--- src/ulpf_pkg.sv ---
package ulpf_pkg;

    localparam int unsigned SAMPLES_PER_PRB     = 12;
    localparam int unsigned SYMBOLS_PER_SLOT    = 14;
    localparam int unsigned SUBFRAMES_PER_FRAME = 10;
    localparam int unsigned MAX_NUMEROLOGY      = 4;

    localparam logic [1:0] REG_NUMEROLOGY       = 2'd0;
    localparam logic [1:0] REG_MAX_PRB          = 2'd1;
    localparam logic [1:0] REG_PRBS_PER_PACKET  = 2'd2;

    typedef struct packed {
        logic [2:0] numerology;
        logic [8:0] max_prb;
        logic [7:0] prbs_per_packet;
    } ulpf_cfg_t;

    typedef struct packed {
        logic [7:0] frame_count;
        logic [3:0] subframe_index;
        logic [5:0] slot_index;
        logic [3:0] symbol_index;
        logic [8:0] prb_position;
        logic [7:0] prb_in_packet;
        logic [3:0] sample_in_prb;
    } ulpf_pos_t;

    // words produced by one accepted sample
    typedef struct packed {
        logic        valid;
        logic        hdr;
        logic [31:0] hdr_word;
        logic [31:0] sec_word;
        logic [31:0] iq_word;
        logic        eop;
    } ulpf_push_t;

    typedef struct packed {
        logic [31:0] word;
        logic        eop;
        logic        last;
    } ulpf_entry_t;

endpackage

--- src/ulpf_ctrl.sv ---
module ulpf_ctrl (
    input  logic                clk,
    input  logic                rst_n,
    input  logic                accept,
    input  logic [31:0]         iq_sample,
    input  ulpf_pkg::ulpf_cfg_t cfg,
    output ulpf_pkg::ulpf_push_t push
);

    ulpf_pkg::ulpf_pos_t pos_reg;
    ulpf_pkg::ulpf_pos_t pos_next;
    ulpf_pkg::ulpf_pos_t cur;

    logic [8:0] mx;
    logic [7:0] ppp;
    logic [4:0] slots;
    logic [8:0] rem;
    logic [7:0] cnt;
    logic [9:0] pos_inc;
    logic [8:0] pip_inc;
    logic       eop;

    function automatic ulpf_pkg::ulpf_pos_t next_symbol(
        input ulpf_pkg::ulpf_pos_t s,
        input logic [4:0]          nslots
    );
        ulpf_pkg::ulpf_pos_t r;
        r = s;
        r.prb_position  = '0;
        r.prb_in_packet = '0;
        r.sample_in_prb = '0;
        if ((5'(s.symbol_index) + 5'd1) >= 5'(ulpf_pkg::SYMBOLS_PER_SLOT))
        begin
            r.symbol_index = '0;
            if ((7'(s.slot_index) + 7'd1) >= 7'(nslots))
            begin
                r.slot_index = '0;
                if ((5'(s.subframe_index) + 5'd1) >= 5'(ulpf_pkg::SUBFRAMES_PER_FRAME))
                begin
                    r.subframe_index = '0;
                    r.frame_count    = s.frame_count + 8'd1;
                end
                else
                begin
                    r.subframe_index = s.subframe_index + 4'd1;
                end
            end
            else
            begin
                r.slot_index = s.slot_index + 6'd1;
            end
        end
        else
        begin
            r.symbol_index = s.symbol_index + 4'd1;
        end
        return r;
    endfunction

    always_comb
    begin
        mx    = (cfg.max_prb == '0) ? 9'd1 : cfg.max_prb;
        ppp   = (cfg.prbs_per_packet == '0) ? 8'd1 : cfg.prbs_per_packet;
        slots = (cfg.numerology > 3'(ulpf_pkg::MAX_NUMEROLOGY)) ?
                5'(5'd1 << ulpf_pkg::MAX_NUMEROLOGY) : 5'(5'd1 << cfg.numerology);

        // position left past the end after max_prb was lowered
        cur = pos_reg;
        if (pos_reg.prb_position >= mx)
        begin
            cur = next_symbol(pos_reg, slots);
        end

        rem = mx - cur.prb_position;
        cnt = (rem < {1'b0, ppp}) ? rem[7:0] : ppp;

        pos_inc  = 10'(cur.prb_position) + 10'd1;
        pip_inc  = 9'(cur.prb_in_packet) + 9'd1;
        eop      = 1'b0;
        pos_next = cur;
        if (cur.sample_in_prb >= 4'(ulpf_pkg::SAMPLES_PER_PRB - 1))
        begin
            pos_next.sample_in_prb = '0;
            if (pos_inc >= {1'b0, mx})
            begin
                eop      = 1'b1;
                pos_next = next_symbol(cur, slots);
            end
            else if (pip_inc >= {1'b0, ppp})
            begin
                eop                    = 1'b1;
                pos_next.prb_position  = pos_inc[8:0];
                pos_next.prb_in_packet = '0;
            end
            else
            begin
                pos_next.prb_position  = pos_inc[8:0];
                pos_next.prb_in_packet = pip_inc[7:0];
            end
        end
        else
        begin
            pos_next.sample_in_prb = cur.sample_in_prb + 4'd1;
        end

        push.valid    = accept;
        push.hdr      = (cur.prb_in_packet == '0) && (cur.sample_in_prb == '0);
        push.hdr_word = {8'h00, cur.frame_count, cur.subframe_index, cur.slot_index[5:2],
                         cur.slot_index[1:0], 2'b00, cur.symbol_index};
        push.sec_word = {8'h00, 7'b0, cur.prb_position[8], cur.prb_position[7:0], cnt};
        push.iq_word  = iq_sample;
        push.eop      = eop;
    end

    always_ff @(posedge clk or negedge rst_n)
    begin
        if (!rst_n)
        begin
            pos_reg <= '0;
        end
        else if (accept)
        begin
            pos_reg <= pos_next;
        end
    end

endmodule

--- src/ulpf_outq.sv ---
module ulpf_outq (
    input  logic                 clk,
    input  logic                 rst_n,
    input  ulpf_pkg::ulpf_push_t push,
    input  logic                 pop,
    output ulpf_pkg::ulpf_entry_t head,
    output logic [2:0]           level
);

    ulpf_pkg::ulpf_entry_t entry_reg [4];
    logic [1:0] rd_ptr_reg;
    logic [1:0] rd_ptr_next;
    logic [1:0] wr_ptr_reg;
    logic [1:0] wr_ptr_next;
    logic [2:0] count_reg;
    logic [2:0] count_next;
    logic [2:0] push_n;

    always_comb
    begin
        push_n      = push.valid ? (push.hdr ? 3'd3 : 3'd1) : 3'd0;
        count_next  = count_reg + push_n - {2'b0, pop};
        wr_ptr_next = wr_ptr_reg + push_n[1:0];
        rd_ptr_next = rd_ptr_reg + {1'b0, pop};
    end

    always_ff @(posedge clk or negedge rst_n)
    begin
        if (!rst_n)
        begin
            rd_ptr_reg <= '0;
            wr_ptr_reg <= '0;
            count_reg  <= '0;
        end
        else
        begin
            rd_ptr_reg <= rd_ptr_next;
            wr_ptr_reg <= wr_ptr_next;
            count_reg  <= count_next;
        end
    end

    always_ff @(posedge clk)
    begin
        if (push.valid)
        begin
            if (push.hdr)
            begin
                entry_reg[wr_ptr_reg]         <= '{word: push.hdr_word, eop: 1'b0, last: 1'b0};
                entry_reg[wr_ptr_reg + 2'd1]  <= '{word: push.sec_word, eop: 1'b0, last: 1'b0};
                entry_reg[wr_ptr_reg + 2'd2]  <= '{word: push.iq_word, eop: push.eop,
                                                   last: 1'b1};
            end
            else
            begin
                entry_reg[wr_ptr_reg] <= '{word: push.iq_word, eop: push.eop, last: 1'b1};
            end
        end
    end

    assign head  = entry_reg[rd_ptr_reg];
    assign level = count_reg;

endmodule

--- src/uplane_packet_framer.sv ---
// a sample transfer writes its words into the registered output queue; out_valid is set in the cycle after it
// throughput: one sample per cycle inside a packet while in_stall is low; the first sample
// of a packet adds two header words, so three output transfers for that sample
// input stalls while more than one word waits in the four-entry output queue
// reset: all frame/slot/symbol/prb counters cleared, registers to defaults
module uplane_packet_framer (
    input  logic        clk,
    input  logic        rst_n,
    input  logic        in_valid,
    output logic        in_stall,
    input  logic [31:0] iq_sample,
    output logic        out_valid,
    input  logic        out_stall,
    output logic [31:0] out_word,
    output logic        end_of_packet,
    output logic        last_of_run,
    input  logic        cfg_valid,
    output logic        cfg_ready,
    input  logic [1:0]  cfg_index,
    input  logic [8:0]  cfg_data
);

    ulpf_pkg::ulpf_cfg_t   cfg_reg;
    ulpf_pkg::ulpf_push_t  push;
    ulpf_pkg::ulpf_entry_t head;
    logic [2:0]            level;
    logic                  accept;
    logic                  pop;

    assign cfg_ready = 1'b1;

    always_ff @(posedge clk or negedge rst_n)
    begin
        if (!rst_n)
        begin
            cfg_reg.numerology      <= 3'd0;
            cfg_reg.max_prb         <= 9'd273;
            cfg_reg.prbs_per_packet <= 8'd16;
        end
        else if (cfg_valid && cfg_ready)
        begin
            unique case (cfg_index)
                ulpf_pkg::REG_NUMEROLOGY:      cfg_reg.numerology      <= cfg_data[2:0];
                ulpf_pkg::REG_MAX_PRB:         cfg_reg.max_prb         <= cfg_data;
                ulpf_pkg::REG_PRBS_PER_PACKET: cfg_reg.prbs_per_packet <= cfg_data[7:0];
                default:                       cfg_reg                 <= cfg_reg;
            endcase
        end
    end

    // room for a header pair plus sample even if nothing drains
    assign in_stall  = (level > 3'd1);
    assign accept    = in_valid && !in_stall;
    assign out_valid = (level != 3'd0);
    assign pop       = out_valid && !out_stall;

    ulpf_ctrl u_ctrl (
        .clk       (clk),
        .rst_n     (rst_n),
        .accept    (accept),
        .iq_sample (iq_sample),
        .cfg       (cfg_reg),
        .push      (push)
    );

    ulpf_outq u_outq (
        .clk   (clk),
        .rst_n (rst_n),
        .push  (push),
        .pop   (pop),
        .head  (head),
        .level (level)
    );

    assign out_word      = head.word;
    assign end_of_packet = head.eop;
    assign last_of_run   = head.last;

`ifndef NO_ASSERTIONS
    a_level_bound: assert property (@(posedge clk) disable iff (!rst_n)
        level <= 3'd4)
        else $error("output queue overfilled");

    a_accept_fills: assert property (@(posedge clk) disable iff (!rst_n)
        accept |=> out_valid)
        else $error("sample transfer left no word queued");

    a_eop_last: assert property (@(posedge clk) disable iff (!rst_n)
        (out_valid && end_of_packet) |-> last_of_run)
        else $error("end of packet on a header word");
`endif

endmodule

--- config.mk ---
export PLATFORM = sky130hd
export DESIGN_NAME = uplane_packet_framer
export DESIGN_NICKNAME = d
export VERILOG_FILES = /design/src/ulpf_pkg.sv /design/src/ulpf_ctrl.sv /design/src/ulpf_outq.sv /design/src/uplane_packet_framer.sv
export SDC_FILE = /design/constraint.sdc
export NUM_CORES = 1
export LEC_CHECK = 0
export BUFFER_PORTS_ARGS = -buffer_cell sky130_fd_sc_hd__buf_2
export CAP_MARGIN = 5
export CORE_MARGIN = 3
export CORE_UTILIZATION = 50
export DETAILED_ROUTE_END_ITERATION = 10
export GPL_ROUTABILITY_DRIVEN = 0
export HOLD_SLACK_MARGIN = 0.15
export MAX_ROUTING_LAYER = met4
export PLACE_DENSITY = 0.73
export SKIP_LAST_GASP = 1
export SLEW_MARGIN = 20
export SYNTH_ARGS = -nofsm -noshare
export SYNTH_HDL_FRONTEND = slang
export SYNTH_SLANG_ARGS = --single-unit
--- constraint.sdc ---
create_clock -name clk -period 10.1 [get_ports clk]
set_input_delay 1.515 -clock clk [delete_from_list [all_inputs] [get_ports clk]]
set_output_delay 1.515 -clock clk [all_outputs]
set_load 0.01 [all_outputs]
Word level (Yosys, flattened, before mapping)
Memories as Yosys holds them, arrays and structs flattened.
Cells that the tools add are included.

operators by class
  $lt $le $gt $ge = 13
  multiplexer cells = 34
  divide/modulo/power cells = 0
  multiply operators = 0
  shift operators = 1
  bitwise logic cells = 1
  reduce and logical (&&, ||, !) cells = 14
  $add $sub $neg = 24
  eq/ne operators = 2

operators with widths
  cell                  number
  $mux 43               1
  $mux 8                5
  $mux 39               1
  $mux 18               2
  $mux 34               1
  $mux 12               2
  $mux 22               1
  $add 4x1->4 const B   5
  $add 4x1->5 const B   4
  $ge 5x4->1 const B    4
  $mux 4                5
  $mux 17               1
  $add 8x1->8 const B   2
  $logic_not 8->1       2
  $add 6x1->7 const B   2
  $ge 7x5->1            2
  $add 6x1->6 const B   2
  $mux 6                2
  $add 9x1->10 const B  1
  $ge 10x9->1           1
  $add 8x1->9 const B   1
  $ge 9x8->1            1
  $ge 9x9->1            1
  $logic_not 9->1       1
  other kinds (26)      39

word-level totals
  ROM bits = 0
  latch bits = 0
  memory bits (writable) = 136
  bits of input ports = 48
  word-level logic and storage cells = 103
  flip-flop bits (word level) = 70
  output and inout bits = 37
  memories = 1

memories
  memory            depth  width  rd ports  clocked after Yosys merged registers in  write ports  RTL line         source
  u_outq.entry_reg  4      34     1         0                                        3            ulpf_outq.sv:10  ulpf_pkg::ulpf_entry_t entry_reg [4];

Depth between registers and ports, before layout
Gate-level depths: netlist of the first run.

  depth in word-level cells = 13
  gate-level depth with buffers = 26
  gate-level depth less buffers = 25

Hierarchy
A second synthesis of the first run with hierarchy kept.

second synthesis, totals
  cells, all modules = 1466
  area, all modules = 14370.0 um^2

modules (own cells, without submodules)
  module                seq. area each (um^2)  area each (um^2)  cells each  times used
  ulpf_outq             4219.0                 7724.9            680         1
  ulpf_ctrl             1076.0                 5818.1            736         1
  uplane_packet_framer  505.5                  827.0             50          1

Worst setup path before layout of the first run
Ideal clock, no wire load.

  path type = register -> register
  from = register cfg_reg[16] in the netlist's numbering
  to = register u_ctrl.pos_reg[34] in the netlist's numbering
  buffers on the path = 3
  cell stages (with the launch flop) = 27
  arrival = 5610 ps
  period minus slack after synthesis = 5688 ps
  setup slack = 4412 ps
  data required time = 10023 ps
  setup time = 77 ps
  cells stage by stage = dfstp_2 -> nor4_1 -> a21o_1 -> ha_1 -> nand4_1 -> o21bai_1 -> a21o_1 -> nor2_2 -> clkbuf_1 -> nand2_1 -> inv_1 -> ha_1 -> nand3_1 -> nor3_1 -> xnor2_1 -> ha_1 -> and3_1 -> a221oi_1 -> o21ai_0 -> a2111oi_0 -> nor2_2 -> a31oi_1 -> or3b_1 -> buf_6 -> buf_6 -> mux2_1 -> a21oi_1

on the way
  cells in the longest elaborated chain, start to end = 11
  elaborated cells between the ends (all ways) = 19
  classes of those cells = add/sub (5); order compare (6); mux (7); reduce/logical (1)

RTL lines
  what                                                RTL line                    source
  start: declaration                                  uplane_packet_framer.sv:23  ulpf_pkg::ulpf_cfg_t cfg_reg;
  start signal: assignment                            uplane_packet_framer.sv:46  default: cfg_reg <= cfg_reg;
  $logic_not 9->1                                     ulpf_ctrl.sv:62             mx = (cfg.max_prb == '0) ? 9'd1 : cfg.max_prb;
  $mux 9 (*)                                          ulpf_ctrl.sv:62
  branches (longest 8 deep; another with $ge 9x9->1)  -
  $mux 39 (*)                                         ulpf_ctrl.sv:81             if (cur.sample_in_prb >= 4'(ulpf_pkg::SAMPLES_PER_PRB - 1))
  end signal: assignment                              ulpf_ctrl.sv:123            pos_reg <= pos_next;
  end: declaration                                    ulpf_ctrl.sv:10             ulpf_pkg::ulpf_pos_t pos_reg;

Mark *: on every way between the ends.
A chain may end at the register's enable or synchronous reset.

Worst setup path after layout of the first run
  from = register cfg_reg[13] in the netlist's numbering
  to = register u_ctrl.pos_reg[31] in the netlist's numbering

Same word-level chain as after synthesis.

==> results by group, run 1 <==
Yosys
  – Avg Synthesized Cell Area: 10.1 um^2
  – Post-Synth Adder-Cell Area: 7.13%
  – Main synth FF type: edfxtp_1
  – Synthesized Nets: 1,443
  – Largest family of logic cells by synthesized area: compound AO/OA/AOI/OAI gates
  – Share of the synthesized area in the top cell type: 29.6%
  – Post-synthesis simple-gate area fraction: 15.3%
  – Post-synth cell types: 87
  – Async set or reset register ratio after synthesis: 34.0%
  – Area fraction in compound gates after synthesis: 18.1%
  – Mapped Cells: 1,320
  – Top post-synthesis cells by area: edfxtp_1, dfrtp_1, ha_1
  – #FFs+latches synth: 206
  – EDFF count, synth: 132
  – Register area share after synthesis: 43.4%
  – Synth area leader: edfxtp_1
  – Synthesized area: 13,400 um^2
  – XOR/XNOR Fraction of Synth Area: 2.75%
  – YS warnings: 0
  – Post-synthesis mux area share: 8.93%

Final layout
  – Final nets: 1,497
  – Number of fill cells: 2,184
  – Fraction of layout cells with a size suffix above 1: 17.1%
  – Non-Filler Instances: 1,730
  – Number of flip-flops in the largest register: 136
  – Area delta synth->final: 12.1%

GRT
  – Initial antenna violation count: 2
  – Vias in the first global route: 10,661
  – GR Util All Layers: 25.9%
  – Grt total ovfl: 0
  – Pin count of the biggest net entering global routing: 71
  – First-pass GRT wire length: 57,800 um

Clocking
  – CTS clock-pin slew for the worst setup and hold paths: 0.06 ns
  – Max Buffers Root-to-Sink: 3
  – Sink Count: 206
  – Worst skew pair latency: 0.52 ns
  – Root buffer cell: clkbuf_16
  – CTS Buf Count: 23
  – Hold_buf cts: 0
  – CTS tree: yes
  – # Post-CTS Setup Buffers: 0
  – Post_cts resized: 0
  – # H-tree levels: 1

Setup path
  – Reg2reg setup slack: 3.32 ns
  – Startpoint types: flip-flop
  – Worst-path maximum fanout: 18
  – Critical path capture point type: flip-flop
  – Reg2reg end: u_ctrl.pos_reg[31]
  – Worst reg2reg startpoint: cfg_reg[13]
  – Worst reg2reg path depth: 24
  – Type of the worst setup path: reg2reg
  – Critical path arrival: 7.22 ns
  – Crit path required time: 10.54 ns

Place
  – Detailed placement HPWL: 25,300 um
  – Place WS: 3.54 ns
  – Placed insts: 1,683
  – # port buffers: 83

Worst hold path
  – HP Start: u_outq.entry_reg[3][0]
  – Worst hold path class: reg2reg
  – Worst Hold Depth: 2
  – Hold endpoint: u_outq.entry_reg[3][0]

Power
  – Design Power: 3.69 mW
  – Worst VDD drop: 0.000107 V
  – Power per cell area: 246 nW/um^2
  – Leakage: 5.98 nW

Detailed routing
  – Residual DRC count: 0
  – DRT iter0 DRCs: 1,447
  – Vias per std cell: 6.36
  – Detailed-route wire length per cell: 21.2 um
  – WL final: 36,700 um
  – Vias: 10,997
  – Drt first pass iters: 6
  – Routed Antenna Nets: 0

STA
  – Slew @ Worst Pin: 1.13 ns
  – Minimum clock period: 6.78 ns
  – Slew Limit Fails: 0
  – F_max: 0.147 GHz
  – Setup skew after layout: 0.0140 ns
  – Tcrit/Tclk final: 67.2%
  – Setup WS post-layout: 3.32 ns
  – TNS Setup: 0 ns
  – # setup viols final: 0
  – Final Hold Fails: 0
  – RSZ-0062 raised after global routing: no
  – Rel. slew slack: 24.2%
  – Hold WS: 0.460 ns

Floorplanning
  – I/O pin count: 85
  – Height of the die: 170 um
  – Die Area: 28,800 um^2
  – Die width: 170 um
  – Initial Util: 51.0%
  – Placeable core area: 26,200 um^2
  – Rows: 59

Job
  – Max Cap Viol: 0

Status
  – Outcome: finished, final reports clean
-- how the worst max path moves through the flow --
stage                startpoint            endpoint  slack [ns]
floorplan           cfg_reg[16]  u_ctrl.pos_reg[34]        4.41
global placement    cfg_reg[13]  u_ctrl.pos_reg[31]        3.75
detailed placement   cfg_reg[9]  u_ctrl.pos_reg[31]        3.54
CTS                 cfg_reg[13]  u_ctrl.pos_reg[31]        3.48
global route        cfg_reg[13]  u_ctrl.pos_reg[31]        2.87
finish              cfg_reg[13]  u_ctrl.pos_reg[31]        3.32
-- report_power, final --
part | switching, mW | internal, mW | leakage [nW]
logic | 0.984 | 0.642 | 3.53
registers | 0.0906 | 1.09 | 2.06
clock network | 0.348 | 0.534 | 0.390
-- synthesized netlist by cell type (12+ instances only) --
| master | instances |
|---|---|
| nand2_1 | 143 |
| edfxtp_1 | 132 |
| nor2_1 | 112 |
| o21ai_0 | 82 |
| a21oi_1 | 75 |
| ha_1 | 73 |
| clkbuf_1 | 69 |
| dfrtp_1 | 66 |
| inv_1 | 66 |
| and2_1 | 36 |
| a22o_1 | 34 |
| mux4_2 | 34 |
| nand3_1 | 29 |
| xnor2_1 | 27 |
| mux2_2 | 22 |
| o221ai_1 | 21 |
| a21o_1 | 19 |
| mux2i_1 | 17 |
| nand4_1 | 16 |
| xor2_1 | 15 |
| a31oi_1 | 14 |
| nor3_1 | 14 |
| nor4_1 | 13 |
| o211ai_1 | 12 |
-- logic make-up after synthesis --
logic type	Yosys count
compound gates	345
xor+xnor	42
fa+ha+maj	75
buf+inv	149
flops	206
mux	74
other cells	1
simple gates	428
-- cell usage in the layout, fill, tap and decap left out, types with 15 or more instances in the layout --
master and instances:
o221ai_1 21, dfrtp_1 65, ha_1 73, and2_1 36
inv_1 66, a21o_1 19, xnor2_1 27, a22o_1 34
a21oi_1 72, buf_4 28, nor2_1 110, o21ai_0 81
nand3_1 29, buf_2 82, nand4_1 16, clkbuf_16 24
edfxtp_1 132, mux2i_1 17, xor2_1 15, mux4_2 34
nand2_1 143, mux2_2 22
-- layout make-up --
cell class	instances	area, um^2	share of cell area [%]
antenna	4	10.0	0.0668
clock buffer	34	698	4.66
clock inverter	8	113	0.751
inverter	67	251	1.68
multi-input combinational	965	7050	47.0
sequential	206	5800	38.7
tap	335	419	2.80
timing repair buffer	111	648	4.32
-- per-stage QoR --
step | cell area [um^2] | util, %
final | 15000 | 57.2
after global routing | 15000 | 57.2
after CTS | 14900 | 57.0
after detailed placement | 14100 | 53.9
after global placement | 14100 | 53.9
after floorplan | 13400 | -
-- critical path, cell delays in order (launching register included) --
cell	delay, ns
dfrtp_1	0.41
nor4_1	0.33
a21o_1	0.22
ha_1	0.24
nand4_1	0.10
o21bai_1	0.08
a21o_1	0.24
nor2_2	0.28
nand2_1	0.26
inv_1	0.15
ha_1	0.26
nand3_1	0.15
nor3_1	0.41
xnor2_1	0.16
ha_1	0.31
and3_1	0.18
a221oi_1	0.24
o21ai_0	0.16
a2111oi_0	0.77
nor2_2	0.22
a31oi_1	0.21
buf_4	0.19
or3b_1	0.57
mux2_2	0.40
o21ai_0	0.13
-- routing by layer --
| metal | share of wire (%) | track usage [%] | vias to the layer above |
|---|---|---|---|
| li1 | - | - | 5057 |
| met1 | 41 | 33.6 | 5323 |
| met2 | 48 | 42.3 | 546 |
| met3 | 8.6 | 3.91 | 71 |
| met4 | 2.8 | 7.93 | 0 |
| met5 | 0 | - | - |
Note: power is estimated with default switching activity, not from simulation.
==> run 2: changes to the inputs <==
Clock period 10.1 ns to 6.75 ns, I/O delays scaled along.
==> results by group, run 2 (synthesis gave the netlist of run 1 again) <==
Worst hold path
  – Worst hold path class: reg2reg
  – Worst Hold Depth: 2 (unchanged)

STA
  – Minimum clock period: 6.34 ns (-0.445 ns)
  – Slew Limit Fails: 0 (unchanged)
  – Final Hold Fails: 0 (unchanged)
  – Setup skew after layout: 0.0181 ns (+0.00408 ns)
  – # setup viols final: 0 (unchanged)
  – F_max: 0.158 GHz (+7.0%)
  – Tcrit/Tclk final: 93.9% (+27 points)
  – Hold WS: 0.461 ns (+0.000925 ns)
  – Slew @ Worst Pin: 1.18 ns (+0.0467 ns)
  – Rel. slew slack: 21.1% (-3.1 points)

Floorplanning
  – Initial Util: 51.0% (unchanged)
  – Placeable core area: 26,200 um^2 (unchanged)
  – Die width: 170 um (unchanged)
  – Rows: 59 (unchanged)
  – Height of the die: 170 um (unchanged)
  – I/O pin count: 85 (unchanged)
  – Die Area: 28,800 um^2 (unchanged)

Setup path
  – Startpoint types: flip-flop
  – Critical Path Most Common Cell: o21ai_0
  – Critical path capture point type: flip-flop
  – Slowest CP cell: dfrtp_1
  – Type of the worst setup path: reg2reg
  – Crit path required time: 6.98 ns (-3.56 ns)
  – Critical path arrival: 6.57 ns (-0.65 ns)
  – Slowest stage delay, CP: 0.44 ns (-0.33 ns)
  – Worst-path maximum fanout: 26 (+8)
  – Worst reg2reg path depth: 25 (+4.2%)

Clocking
  – Sink Count: 206 (unchanged)
  – Worst skew pair latency: 0.52 ns (about the same)
  – CTS Buf Count: 23 (unchanged)
  – Hold_buf cts: 0 (unchanged)
  – Max Buffers Root-to-Sink: 3 (unchanged)
  – # H-tree levels: 1 (unchanged)
  – CTS tree: yes
  – Root buffer cell: clkbuf_16
  – CTS clock-pin slew for the worst setup and hold paths: 0.06 ns (about the same)

Status
  – Outcome: finished, final reports clean

GRT
  – Pin count of the biggest net entering global routing: 71 (unchanged)
  – GR Util All Layers: 26.1% (+0.20 points)
  – Initial antenna violation count: 1 (-1)
  – Grt total ovfl: 0 (unchanged)
  – Vias in the first global route: 10,752 (+0.85%)
  – First-pass GRT wire length: 58,300 um (+0.73%)

Final layout
  – Non-Filler Instances: 1,732 (+0.12%)
  – Number of fill cells: 2,231 (+2.2%)
  – Fraction of layout cells with a size suffix above 1: 17.4% (+0.30 points)
  – Number of flip-flops in the largest register: 136 (unchanged)
  – Most common cell after layout, fill and taps aside: nand2_1
  – Post-layout util: 57.0% (-0.19 points)
  – Final nets: 1,502 (+0.33%)
  – Register area: 5800 um^2 (unchanged)
  – Area delta synth->final: 11.7%
  – Commonest non-fill, non-tap cells in the layout: nand2_1, edfxtp_1, nor2_1, buf_2, o21ai_0
  – Area of the multi-input gates: 7050 um^2 (about the same)

Detailed routing
  – Detailed-route wire length per cell: 21.3 um (+0.50%)
  – Vias: 11,055 (+0.53%)
  – WL final: 37,000 um (+0.62%)
  – DRT iter0 DRCs: 1,234 (-15%)
  – Residual DRC count: 0 (unchanged)
  – Drt first pass iters: 5 (-1)
  – Routed Antenna Nets: 0 (unchanged)
  – Vias per std cell: 6.38 (+0.41%)

Power
  – Power per cell area: 364 nW/um^2 (+48%)
  – Worst VDD drop: 0.000240 V (+120%)
  – Leakage: 5.98 nW (about the same)

Place
  – Placed insts: 1,688 (+0.30%)
  – Detailed placement HPWL: 26,100 um (+3.4%)
  – # port buffers: 83 (unchanged)

Job
  – Max Cap Viol: 0 (unchanged)
==> run 2: changes by cell type in the layout (fill, tap and decap cells not counted), sizes merged <==
cell / delta
inv: +1
buf: +5
clkinv: +2
bufinv: -1
diode: -3
clkinvlp: -2
==> run 2: worst max-delay path, delay by kind of cell, from the launching register on <==
kind,cells,cell delay [ns]
AO/OA/AOI/OAI,11,1.85
adder cells (fa/ha/maj),3,0.95
buffers and inverters,2,0.56
flip-flops,1,0.44
multiplexers,1,0.44
AND/OR/NAND/NOR,8,1.78
==> run 2: timing repair <==
| item | CTS | global route |
|---|---|---|
| buffers inserted | 0 | 1 |
| gates resized for setup | 0 | 2 |
| endpoints found under the setup margin | 0 | 8 |
==> run 2: worst paths after layout <==
kind / start / to / slack, ns
max: cfg_reg[9] / u_outq.entry_reg[0][5] / 0.41
min: u_outq.entry_reg[3][0] / u_outq.entry_reg[3][0] / 0.46
max reg2reg: cfg_reg[9] / u_outq.entry_reg[0][5] / 0.41
min reg2reg: u_outq.entry_reg[3][0] / u_outq.entry_reg[3][0] / 0.46
max in group asynchronous: rst_n / cfg_reg[1] / 5.46
min in group asynchronous: rst_n / u_ctrl.pos_reg[40] / 0.60
==> run 2: metrics by stage <==
stage	total power [mW]	worst slack (ns)	area (um^2)	setup TNS (ns)
after floorplan	3.46	1.06	13400	0
after global placement	4.10	0.675	14200	0
after detailed placement	4.18	0.449	14200	0
after CTS	5.43	0.380	14900	0
after global routing	5.78	-0.00412	14900	-0.00412
final	5.44	0.412	14900	0
==> run 2: metal layers <==
layer,track usage (%),up-vias,share of wire [%]
met5,-,-,0
met4,10.8,0,4.0
met3,2.87,102,8.1
met2,41.9,565,48
met1,34.0,5332,40
li1,-,5056,-
==> run 2: area by class of cell <==
cell class                 instances  area share, %
sequential                       206           38.8
tap                              335           2.80
inverter                          67           1.68
antenna                            1         0.0167
clock inverter                     8          0.519
multi-input combinational        965           47.2
clock buffer                      34           4.50
timing repair buffer             116           4.45
==> run 2: power by group <==
part | leakage, nW | total (mW) | internal, mW | switching (mW)
Sequential | 2.06 | 1.77 | 1.63 | 0.139
Clock | 0.370 | 1.25 | 0.732 | 0.517
Combinational | 3.54 | 2.42 | 0.966 | 1.46
Total | 5.98 | 5.44 | 3.32 | 2.12
